File: config.mk
export PLATFORM = sky130hd
export DESIGN_NAME = srssi_ram
export DESIGN_NICKNAME = d
export VERILOG_FILES = /design/src/hdl/srssi_ram.sv
export SDC_FILE = /design/constraint.sdc
export NUM_CORES = 1
export LEC_CHECK = 0
export BUFFER_PORTS_ARGS = -buffer_cell sky130_fd_sc_hd__buf_2
export CAP_MARGIN = 20
export CORE_MARGIN = 3
export CORE_UTILIZATION = 50
export DETAILED_ROUTE_END_ITERATION = 12
export PLACE_DENSITY = 0.66
export SETUP_SLACK_MARGIN = 0.15
export SLEW_MARGIN = 20
export SYNTH_ARGS = -nofsm -noshare
export SYNTH_HDL_FRONTEND = slang
export SYNTH_SLANG_ARGS = --single-unit
export TNS_END_PERCENT = 30
File: constraint.sdc
create_clock -name clk_i -period 2.5 [get_ports clk_i]
set_clock_uncertainty 0.05 [all_clocks]
set_input_delay 0.5 -clock clk_i [delete_from_list [all_inputs] [get_ports clk_i]]
set_output_delay 0.5 -clock clk_i [all_outputs]
set_load 0.02 [all_outputs]
File: src/hdl/srssi_ram.sv
// ----------------------------------------------------------------------------
// srssi_ram
// generic simple dual port ram, one write and one registered read per cycle
// ----------------------------------------------------------------------------
module srssi_ram #(
  parameter int unsigned Width = 8,
  parameter int unsigned Depth = 64
) (
  input  logic                     clk_i,
  input  logic                     we_i,
  input  logic [$clog2(Depth)-1:0] waddr_i,
  input  logic [Width-1:0]         wdata_i,
  input  logic [$clog2(Depth)-1:0] raddr_i,
  output logic [Width-1:0]         rdata_o
);
  logic [Width-1:0] mem_q [Depth];

  always_ff @(posedge clk_i) begin
    if (we_i) mem_q[waddr_i] <= wdata_i;
    rdata_o <= mem_q[raddr_i];
  end
endmodule
==> results.toml <==
[drt]
drt-total-wl_um = 44600
postRouteAntennaNets = 0
num_vias = 10003
post-route-drc-count = 0
drtIter0Drc = 957
drt_pre_antenna_iters = 5
post_drt_wl_per_cell_um = 26.6
vias_per_cell = 5.95

[status]
status = "finished clean"

[finish]
final_layout_size_suffix_gt1_frac = 0.336
layout_common_cells = "edfxtp_1 (512), buf_4 (134), mux4_2 (126), nor2_1 (83), clkbuf_16 (52)"
area_growth_pct = 17.1
nNetsFinal = 1143
antenna_cells = 0
layout_commonest_cell = "edfxtp_1"
final_area_sq_um = 23600

[clock_tree]
clk_root_buffer_cell = "clkbuf_16"
post_cts_resized = 0
tritoncts = "done"
htree_levels = 2
clk_latency_ps = 580
max-clock-path-buffers = 3
clock_sinks = 520
cts.reportedPaths.clkPinSlew_ps = 60
post-cts-setup-buffers = 0
postCtsHoldBufs = 0
numCtsBuffers = 51

[critical_path]
cp_max_fo = 1
worst_path_max_delay_cell = "mux4_2"
ff2ff_path_depth = 5
startpoint_type = "flop"
critPathKind = "reg -> reg"
cp-end-kind = "flop"
critical-path-top-delay-family = "multiplexers"
critical_path_buf_inv_count = 0
max_stage_delay_ps = 470
critPathArrivalTime_ps = 2460
path_depth = 5
crit_chain = "mux4_2 -> mux2_2 -> o221a_2 -> nor3_1 -> o32ai_1"
crit_required_ps = 2890

[sta]
relSlewSlack = 0.450
worstMarginPinSlew_ps = 825
period_share = 0.830
finalSetupViolations = 0
rsz0062_at_grt = "false"
timing.final.ws_setup_ps = 425
final_max_slew_viol_count = 0
finalHoldViolCount = 0
fmax_ghz = 0.482
fin_crit_ps = 2070

[die]
die_y_um = 207
core_area_sq_um = 39300
start_util = 0.513
rows = 72
ioPinCount = 30
die_area_sq_um = 42800
die_w_um = 207

[grt]
grt.overflow.total = 0
antenna_found_initial = 3
grt_max_degree = 42
grt_usage = 0.217
first_global_vias = 10100
grt_pass1_wl_um = 66600

[yosys]
syn-num-nets = 962
ys.flop_type = "edfxtp_1"
yosysSeqAreaShare = 0.770
yosys.area.top_type_share = 0.762
synth_edf_count = 512
async_flop_share = 0
syn_inst = 940
synth_largest_area_cell = "edfxtp_1"
yosysWarningCount = 0
netlist_top_cells_area = "edfxtp_1 (76%), mux4_2 (14%), nor2_1 (1.5%)"
synth.avg_cell_area_sq_um = 21.5
netlist_area_sq_um = 20200
synthDistinctLibCells = 40
synth_seq_cells = 520

[worst_hold_path]
min_path_type = "in -> reg"
holdPathStages = 3

[pwr]
p_leak_nw = 7.70
peakVddDrop_v = 0.000558
powerDensity_nw_per_um2 = 761

[place]
portBuffers = 29
dpl_cell_area_sq_um = 22000
dp_slack_ps = -143
hpwl_um = 29500
gp_congestion = 0.873

[flow_run]
maxCapViolations = 0
through the flow:
stage / setup TNS, ps / instances / util / power [mW] / hold slack, ps
finish: 0 / 1680 / 0.601 / 18.0 / 312
global route: 0 / 1680 / 0.601 / 18.5 / 288
CTS: 0 / 1680 / 0.601 / 18.1 / 278
detailed placement: -552 / 1586 / 0.560 / 10.9 / 763
global placement: -413 / 1586 / 0.560 / 10.9 / 741
floorplan: 0 / 940 / - / 10.4 / 549
sequential cells by signal, summed over array words and instances (netlist names):
register	flops
rdata_o	8
mem_q	512
layout make-up:
type / instances / area (sq um)
repair buffers: 179 / 1510
multi-input cells: 369 / 4320
clock inverters: 26 / 186
well taps: 518 / 648
flip-flops and latches: 520 / 15500
fillers: 2821 / 15700
clock buffers: 68 / 1420
worst register-to-register path, delay by kind of cell (launching register included):
family             cells  cell delay [ps]
DFF                    1              370
and+or+nand+nor        1              320
muxes                  2              760
AOI/OAI and AO/OA      2              420
where the power goes:
part           switching [mW]  total (mW)  internal [mW]
Combinational           0.578        1.01          0.430
Clock                    3.09        7.28           4.19
Sequential             0.0348        9.68           9.65
Total                    3.70        18.0           14.3
worst paths after layout:
kind	startpoint	endpoint	slack (ps)
hold / removal	raddr_i[5]	rdata_o[0]	310
hold reg to reg	mem_q[31][6]	rdata_o[6]	800
setup / recovery	mem_q[29][6]	rdata_o[6]	430
setup reg to reg	mem_q[29][6]	rdata_o[6]	430
cell families (layout without fill, tap and decap cells):
kind of cell | count (synthesis) | in the layout | share of synthesized area
flops | 520 | 520 | 0.770
simple gates | 153 | 153 | 0.0339
mux | 162 | 162 | 0.159
compound gates | 54 | 54 | 0.0207
buf+inv | 51 | 273 | 0.0157
per-layer routing:
layer / vias to the layer above / share of wire / GRT usage
met5: - / 0.00029 / 0
met4: 2 / 0.026 / 0.0669
met3: 71 / 0.068 / 0.0361
met2: 351 / 0.48 / 0.341
met1: 5277 / 0.43 / 0.319
li1: 4302 / - / -
synthesized netlist by cell type, types with 11 or more instances:
cell / number
mux2_2: 13
nor2_1: 83
nand2_1: 19
buf_4: 13
clkbuf_1: 17
nor2b_1: 14
edfxtp_1: 512
nand3_1: 13
mux4_2: 126
buf_2: 11
mux2i_1: 23
No activity file was read; power rests on OpenSTA's default activity.
